**src/rtl/shuffled_lehmer_uniform_rng_core_macros.svh**
```systemverilog
// ----------------------------------------------------------------------------
// shuffled lehmer rng assertion macros
// concurrent assertion helpers clocked on clk and disabled during rst
// ----------------------------------------------------------------------------
`ifndef SHUFFLED_LEHMER_UNIFORM_RNG_CORE_MACROS_SVH
`define SHUFFLED_LEHMER_UNIFORM_RNG_CORE_MACROS_SVH

`ifndef SYNTH

// condition must hold at every edge out of reset
`define SLURNG_ASSERT_ALWAYS(lbl, cond) \
  lbl: assert property (@(posedge clk) disable iff (rst) (cond)) \
    else $error("slurng assertion failed");

// antecedent implies consequent at the next edge
`define SLURNG_ASSERT_NEXT(lbl, ante, cons) \
  lbl: assert property (@(posedge clk) disable iff (rst) (ante) |=> (cons)) \
    else $error("slurng assertion failed");

`else

`define SLURNG_ASSERT_ALWAYS(lbl, cond)
`define SLURNG_ASSERT_NEXT(lbl, ante, cons)

`endif

`endif

```
**src/rtl/slurng_pkg.sv**
```systemverilog
// ----------------------------------------------------------------------------
// slurng_pkg
// shared constants and controller to datapath command bundle
// ----------------------------------------------------------------------------
package slurng_pkg;

  // lehmer generator constants
  localparam logic [30:0] LEHMER_MOD = 31'h7FFF_FFFF;
  localparam logic [14:0] LEHMER_MUL = 15'd16807;
  localparam logic [30:0] OUT_MAX    = 31'd2147483389;
  localparam logic [30:0] SEED_ONE   = 31'd1;

  // per-cycle commands from the controller
  typedef struct packed {
    logic load_seed;   // state <= sanitized seed
    logic step;        // state <= next(state)
    logic fill;        // table[index] <= next(state), last <= next(state)
    logic div_start;   // quotient <= last output / bucket width
    logic read;        // read table at pick into read register
    logic commit;      // swap in new entry, update last output and result
  } cmd_t;

endpackage

```
**src/rtl/shuffled_lehmer_uniform_rng_core.sv**
```systemverilog
// ----------------------------------------------------------------------------
// shuffled_lehmer_uniform_rng_core
// park-miller generator behind a bays-durham shuffle table
// ----------------------------------------------------------------------------
// usage:
//   input channel in_valid/in_ready carries one request (draw_request);
//   a request with draw_request high yields one uniform_numerator on the
//   out_valid/out_ready channel, a request with it low yields nothing.
//   seed_we/seed_wdata write the seed and force a re-init at the next draw;
//   write the seed only while the block is idle.
// draw sequence:
//   after the accept, the draw passes the pick (a registered reciprocal
//   multiply of the last output), the registered table read and the swap,
//   which sets out_valid and returns to idle; a new request is taken only
//   once the previous draw has been swapped in.
//   the first draw after reset or a seed write first loads the seed, then
//   runs WARMUP_STEPS warm-up steps and fills all TABLE_ENTRIES entries.
// reset clears control state and sets the seed to 1; the table is filled
// at first draw.
// a stalled receiver holds the result; the next request may be accepted
// and computed, and waits in its swap step until the result is taken.
// ----------------------------------------------------------------------------
`include "shuffled_lehmer_uniform_rng_core_macros.svh"

module shuffled_lehmer_uniform_rng_core #(
  parameter int TABLE_ENTRIES = 32,
  parameter int WARMUP_STEPS  = 8
) (
  input  logic        clk,
  input  logic        rst,
  input  logic        seed_we,
  input  logic [30:0] seed_wdata,
  input  logic        in_valid,
  output logic        in_ready,
  input  logic        draw_request,
  output logic        out_valid,
  input  logic        out_ready,
  output logic [30:0] uniform_numerator
);

  localparam int CNT_A   = (WARMUP_STEPS > TABLE_ENTRIES) ? WARMUP_STEPS : TABLE_ENTRIES;
  localparam int CNT_W   = $clog2(CNT_A + 1);

  slurng_pkg::cmd_t   cmd;
  logic [CNT_W-1:0]   cmd_index;

  // sequencer
  slurng_ctrl #(
    .TABLE_ENTRIES (TABLE_ENTRIES),
    .WARMUP_STEPS  (WARMUP_STEPS),
    .CNT_W         (CNT_W)
  ) u_ctrl (
    .clk          (clk),
    .rst          (rst),
    .seed_we      (seed_we),
    .in_valid     (in_valid),
    .in_ready     (in_ready),
    .draw_request (draw_request),
    .out_valid    (out_valid),
    .out_ready    (out_ready),
    .cmd          (cmd),
    .cmd_index    (cmd_index)
  );

  // generator, table and result register
  slurng_dp #(
    .TABLE_ENTRIES (TABLE_ENTRIES),
    .CNT_W         (CNT_W)
  ) u_dp (
    .clk               (clk),
    .rst               (rst),
    .seed_we           (seed_we),
    .seed_wdata        (seed_wdata),
    .cmd               (cmd),
    .cmd_index         (cmd_index),
    .uniform_numerator (uniform_numerator)
  );

  // result always within the saturated nonzero range
  `SLURNG_ASSERT_ALWAYS(a_result_range, !out_valid || (uniform_numerator != 31'd0 && uniform_numerator <= slurng_pkg::OUT_MAX))

  // a draw request leaves the idle state
  `SLURNG_ASSERT_NEXT(a_draw_busy, in_valid && in_ready && draw_request, !in_ready)

  // a new result is only produced outside the idle state
  `SLURNG_ASSERT_ALWAYS(a_result_from_busy, !$rose(out_valid) || !$past(in_ready))

endmodule

```
**src/rtl/slurng_dp.sv**
```systemverilog
// ----------------------------------------------------------------------------
// slurng_dp
// lehmer step unit, shuffle table memory, pick multiplier and result register
// ----------------------------------------------------------------------------
module slurng_dp #(
  parameter int TABLE_ENTRIES = 32,
  parameter int CNT_W         = 7
) (
  input  logic                clk,
  input  logic                rst,
  input  logic                seed_we,
  input  logic [30:0]         seed_wdata,
  input  slurng_pkg::cmd_t    cmd,
  input  logic [CNT_W-1:0]    cmd_index,
  output logic [30:0]         uniform_numerator
);

  localparam int IW       = $clog2(TABLE_ENTRIES);
  localparam int QW       = $clog2(TABLE_ENTRIES + 1);
  localparam int DIV_D    = 1 + (2147483646 / TABLE_ENTRIES);
  localparam int DIV_L    = $clog2(DIV_D);
  localparam int PICK_LSB = 31 + DIV_L;
  // ceil(2^(31+l) / d) gives an exact quotient for every 31-bit dividend
  localparam logic [31:0] DIV_RECIP =
    32'(((longint'(1) << PICK_LSB) + longint'(DIV_D) - 1) / longint'(DIV_D));

  logic [30:0]       seed_value;
  logic [30:0]       lehmer_state;
  logic [30:0]       last_output;
  logic [30:0]       rdata;
  logic [QW-1:0]     quot;
  logic [30:0]       mem [TABLE_ENTRIES];

  logic [45:0]       prod;
  logic [31:0]       fold;
  logic [30:0]       state_next;
  logic [30:0]       seed_fixed;
  logic [IW-1:0]     pick;
  logic [62:0]       pick_prod;
  logic              mem_we;
  logic [IW-1:0]     mem_waddr;
  logic [30:0]       mem_wdata;

  // multiply by 16807 and fold modulo 2^31-1
  assign prod       = 46'(lehmer_state) * 46'(slurng_pkg::LEHMER_MUL);
  assign fold       = {1'b0, prod[30:0]} + 32'(prod[45:31]);
  assign state_next = (fold >= {1'b0, slurng_pkg::LEHMER_MOD}) ?
                      31'(fold - {1'b0, slurng_pkg::LEHMER_MOD}) : fold[30:0];

  // zero or all-ones seed would lock the generator
  assign seed_fixed = (seed_value == '0 || seed_value == slurng_pkg::LEHMER_MOD) ?
                      slurng_pkg::SEED_ONE : seed_value;

  // seed register
  always_ff @(posedge clk) begin
    if (rst) begin
      seed_value <= slurng_pkg::SEED_ONE;
    end else if (seed_we) begin
      seed_value <= seed_wdata;
    end
  end

  // generator state
  always_ff @(posedge clk) begin
    if (cmd.load_seed) begin
      lehmer_state <= seed_fixed;
    end else if (cmd.step) begin
      lehmer_state <= state_next;
    end
  end

  // last output over the bucket width by reciprocal multiply
  assign pick_prod = {32'd0, last_output} * {31'd0, DIV_RECIP};

  always_ff @(posedge clk) begin
    if (cmd.div_start) begin
      quot <= pick_prod[PICK_LSB+QW-1:PICK_LSB];
    end
  end

  // clamp pick to the last entry
  assign pick = (quot >= QW'(TABLE_ENTRIES)) ? IW'(TABLE_ENTRIES - 1) : quot[IW-1:0];

  // table write port: fill during init, swap on commit
  assign mem_we    = cmd.fill | cmd.commit;
  assign mem_waddr = cmd.fill ? cmd_index[IW-1:0] : pick;
  assign mem_wdata = cmd.fill ? state_next : lehmer_state;

  always_ff @(posedge clk) begin
    if (mem_we) begin
      mem[mem_waddr] <= mem_wdata;
    end
    if (cmd.read) begin
      rdata <= mem[pick];
    end
  end

  // last output and saturated result
  always_ff @(posedge clk) begin
    if (cmd.fill) begin
      last_output <= state_next;
    end else if (cmd.commit) begin
      last_output <= rdata;
    end
    if (cmd.commit) begin
      uniform_numerator <= (rdata > slurng_pkg::OUT_MAX) ? slurng_pkg::OUT_MAX : rdata;
    end
  end

endmodule

```
**src/rtl/slurng_ctrl.sv**
```systemverilog
// ----------------------------------------------------------------------------
// slurng_ctrl
// request sequencer: init, warm-up, table fill, pick and swap
// ----------------------------------------------------------------------------
module slurng_ctrl #(
  parameter int TABLE_ENTRIES = 32,
  parameter int WARMUP_STEPS  = 8,
  parameter int CNT_W         = 7
) (
  input  logic              clk,
  input  logic              rst,
  input  logic              seed_we,
  input  logic              in_valid,
  output logic              in_ready,
  input  logic              draw_request,
  output logic              out_valid,
  input  logic              out_ready,
  output slurng_pkg::cmd_t  cmd,
  output logic [CNT_W-1:0]  cmd_index
);

  localparam logic [CNT_W-1:0] WARM_LAST = CNT_W'((WARMUP_STEPS > 0) ? WARMUP_STEPS - 1 : 0);
  localparam logic [CNT_W-1:0] FILL_LAST = CNT_W'(TABLE_ENTRIES - 1);

  typedef enum logic [5:0] {
    S_IDLE   = 6'b00_0001,
    S_SEED   = 6'b00_0010,
    S_WARM   = 6'b00_0100,
    S_FILL   = 6'b00_1000,
    S_DLOAD  = 6'b01_0000,
    S_COMMIT = 6'b10_0000
  } state_t;

  state_t            state, state_next;
  logic [CNT_W-1:0]  cnt, cnt_next;
  logic              initialized, initialized_next;
  logic              out_valid_next;
  logic              read_pending, read_pending_next;
  logic              accept;
  logic              commit_ok;

  assign in_ready  = (state == S_IDLE);
  assign accept    = in_valid & in_ready;
  assign commit_ok = ~out_valid | out_ready;
  assign cmd_index = cnt;

  // next state and commands
  always_comb begin
    state_next        = state;
    cnt_next          = cnt;
    initialized_next  = initialized;
    read_pending_next = read_pending;
    out_valid_next    = out_valid & ~out_ready;
    cmd               = '0;
    case (state)
      S_IDLE: begin
        if (seed_we) begin
          initialized_next = 1'b0;
        end
        if (accept && draw_request) begin
          state_next = (initialized && !seed_we) ? S_DLOAD : S_SEED;
        end
      end
      S_SEED: begin
        cmd.load_seed = 1'b1;
        if (WARMUP_STEPS > 0) begin
          state_next = S_WARM;
          cnt_next   = WARM_LAST;
        end else begin
          state_next = S_FILL;
          cnt_next   = FILL_LAST;
        end
      end
      S_WARM: begin
        cmd.step = 1'b1;
        if (cnt == '0) begin
          state_next = S_FILL;
          cnt_next   = FILL_LAST;
        end else begin
          cnt_next = cnt - 1'b1;
        end
      end
      S_FILL: begin
        cmd.step = 1'b1;
        cmd.fill = 1'b1;
        if (cnt == '0) begin
          state_next       = S_DLOAD;
          initialized_next = 1'b1;
        end else begin
          cnt_next = cnt - 1'b1;
        end
      end
      S_DLOAD: begin
        cmd.div_start     = 1'b1;
        state_next        = S_COMMIT;
        read_pending_next = 1'b1;
      end
      S_COMMIT: begin
        // while a read is pending, read the table and step the generator
        if (read_pending) begin
          cmd.read          = 1'b1;
          cmd.step          = 1'b1;
          read_pending_next = 1'b0;
        end else if (commit_ok) begin
          cmd.commit     = 1'b1;
          out_valid_next = 1'b1;
          state_next     = S_IDLE;
        end
      end
      default: begin
        state_next = S_IDLE;
      end
    endcase
  end

  // control registers
  always_ff @(posedge clk) begin
    if (rst) begin
      state        <= S_IDLE;
      cnt          <= '0;
      initialized  <= 1'b0;
      read_pending <= 1'b0;
      out_valid    <= 1'b0;
    end else begin
      state        <= state_next;
      cnt          <= cnt_next;
      initialized  <= initialized_next;
      read_pending <= read_pending_next;
      out_valid    <= out_valid_next;
    end
  end

endmodule

```
**config.mk**
```make
export PLATFORM = sky130hd
export DESIGN_NAME = shuffled_lehmer_uniform_rng_core
export DESIGN_NICKNAME = d
export VERILOG_FILES = /design/src/rtl/slurng_pkg.sv /design/src/rtl/shuffled_lehmer_uniform_rng_core.sv /design/src/rtl/slurng_dp.sv /design/src/rtl/slurng_ctrl.sv
export VERILOG_INCLUDE_DIRS = /design/src /design/src/rtl
export SDC_FILE = /design/constraint.sdc
export NUM_CORES = 2
export LEC_CHECK = 0
export ABC_AREA = 1
export ABC_CLOCK_PERIOD_IN_PS = 9600
export BUFFER_PORTS_ARGS = -buffer_cell sky130_fd_sc_hd__buf_2
export CORE_MARGIN = 1.5
export CORE_UTILIZATION = 50
export CTS_CLUSTER_DIAMETER = 200
export DETAILED_ROUTE_END_ITERATION = 10
export PLACE_DENSITY_LB_ADDON = 0.3
export SLEW_MARGIN = 15
export SYNTH_ARGS = -nofsm -noshare
export SYNTH_HDL_FRONTEND = slang
export SYNTH_SLANG_ARGS = --single-unit
```
**constraint.sdc**
```tcl
create_clock -name clk -period 9.6 [get_ports clk]
set_clock_uncertainty 0.05 [all_clocks]
set_input_delay 0.96 -clock clk [delete_from_list [all_inputs] [get_ports clk]]
set_output_delay 0.96 -clock clk [all_outputs]
set_load 0.01 [all_outputs]
```
==> reports/qor.yml <==
report.final.slew_viol_count: 0
cts_tree: "built"
crit_slowest_cell: "fa_1"
worst_path_most_repeated_cell: "nor2_1"
rr_worst_depth: 43
fmax_mhz: 111
syn-instance-count: 4905
required_ps: 10000
reg2reg_from: "u_dp.lehmer_state[23]"
ys_async_sr_fraction_pct: 0
whs_path_depth: 0
grt_pass1_wl_um: 238000
dpl.hpwl_um: 96300
status: "completed"
diodes: 0
worst_setup_path_start_kind: "flip-flop"
rr_endpoint: "u_dp.mem[25][17]"
num-fill-cells: 9105
synth_area_um2: 55200
finalHoldViolCount: 0
grt_overflow_total: 0
finalCritPeriodShare_pct: 93.9
drt_iter0_drc: 4756
synth_area_leader_cell: "edfxtp_1"
portBuffers: 69
ys_types: 50
viasPerCell: 5.98
nNetsFinal: 5346
maxSlewHeadroom_pct: 15.2
synth_top_area_share_pct: 59.5
yosys_warnings: 0
critPathKind: "reg2reg"
fin_area_um2: 61700
areaGrowthSynthToFinish_pct: 11.7
final.setup.worst_slack_ps: 581
first_global_vias: 36900
num_vias: 39100
layout-drive-gt1-share_pct: 10.8
synthTopCellsByArea: "edfxtp_1, o21ai_0, nor2_1, fa_1, ha_1"
gp_congestion: 0.951
grtUsageTotal_pct: 28.6
start_util_pct: 50.6
synth-seq-cells: 1141
cts_made_buffers: 112
synth-edff-count: 1095
synth.net_count: 5281
dp_slack_ps: 278
yosysMostFrequentCell: "edfxtp_1"
cts_root_buf: "clkbuf_16"
worstHoldStart: "u_dp.last_output[29]"
path_max_fanout: 32
placed_area_um2: 58200
worstMarginPinSlew_ps: 1270
die_y_um: 335
cp_slowest_stage_delay_ps: 730
antenna_found_initial: 1
critPathArrivalTime_ps: 9420
r2r_setup_slack_ps: 580
fin_hold_ws_ps: 370
period_minus_slack_ps: 9020
cts_sinks: 1141
yosysSeqAreaShare_pct: 61.2
endpoint_kind: "flip-flop"
routed_wl_um: 162000
hold_end: "u_dp.quot[3]"
drc_errors: 0
drt-pass1-iter-count: 6
htree_levels: 3
clockBufferDepth: 3
rows: 121
chipWidth_um: 335
io_pins: 70
wl_per_cell_um: 24.8
cap_violations: 0
clkTransAtPathRegs_ps: 70
setup_viol: 0
dieArea_um2: 113000
syn_avg_cell_area_um2: 11.3
core_um2: 109000
insertion_delay_ps: 740
cp-startpoint: "u_dp.lehmer_state[23]"
synth_flop_cell: "edfxtp_1"
grt_max_degree: 212
netlist_top_cells_count: "edfxtp_1, nor2_1, o21ai_0"
ant_nets: 0
hold_class: "reg2reg"
worst max-delay path: cells and delay by family, from the launching register on:
| kind | cells | cell delay, ps |
|---|---|---|
| fa+ha+maj | 10 | 4390 |
| flops | 1 | 360 |
| simple gates | 24 | 3230 |
| xor+xnor | 1 | 110 |
| buf+inv | 8 | 620 |
kinds of logic (layout without fill, tap and decap cells):
logic type / count (synthesis) / after routing / synth area share (%)
xor+xnor: 45 / 45 / 0.713
buf+inv: 751 / 906 / 5.18
simple gates: 1634 / 1634 / 12.7
compound gates: 995 / 995 / 10.8
flops: 1141 / 1141 / 61.2
fa+ha+maj: 339 / 339 / 9.50
routing by layer:
metal	up-vias	share of wire [%]	track usage [%]
li1	17500	-	-
met1	19300	41	41.1
met2	2065	46	44.7
met3	284	9.8	4.59
met4	0	3.1	9.15
met5	-	0	0
final cells by class:
cell class,instances,area [um2],area share (%)
sequential,1141,33800,54.8
multi-input combinational,3013,18900,30.7
clock buffer,141,2960,4.80
inverter,491,1860,3.01
tap,1476,1850,2.99
timing repair buffer,211,1770,2.87
clock inverter,63,544,0.882
cell usage in the layout (no fill, tap or decap), drive strengths merged:
master       n
dfxtp       46
clkinvlp     3
nand3b       6
inv        489
nor3b        1
xnor2        8
nor3        14
a31oi       34
a32oi       28
or2          2
nand3      197
clkbuf     141
bufinv       4
o21a         2
clkinv      58
nand4       45
buf        211
nor4        20
and2         1
fa         134
o221ai     190
xor2        37
a21o         4
or3b         1
nand2      578
a21oi       67
a211oi       3
o211ai       2
o21ai      606
ha         205
a311o        1
edfxtp    1095
o22ai       58
nor2       769
worst max path at each step:
stage	end	slack [ps]
floorplan	u_dp.mem[0][16]	530
global placement	u_dp.mem[16][17]	350
detailed placement	u_dp.mem[7][24]	280
CTS	u_dp.mem[27][17]	250
global route	u_dp.mem[6][15]	-20
finish	u_dp.mem[25][17]	580
through the flow:
step                      TNS [ps]  std cells  utilization (%)
after floorplan                  0       4905                -
after global placement           0       6330             53.3
after detailed placement         0       6330             53.3
after CTS                        0       6534             56.5
after global routing          -506       6536             56.6
final                            0       6536             56.6
sequential cells by signal, summed over array words and instances, names as in the netlist, 5 cells and up:
signal,cells
u_ctrl.state,6
u_dp.mem,992
u_dp.seed_value,31
u_dp.last_output,5
u_dp.lehmer_state,31
u_dp.quot,5
u_dp.rdata,31
u_ctrl.cmd_index,6
u_dp.uniform_numerator,31
what timing repair did:
item,in CTS,in global routing
hold buffers,0,0
setup endpoints to repair,0,1006
setup buffers,0,2
gates resized for setup,0,13
Power is left out: the tool's default activity adds up to more than one toggle a clock period on the data nets, which glitch-free logic cannot reach.
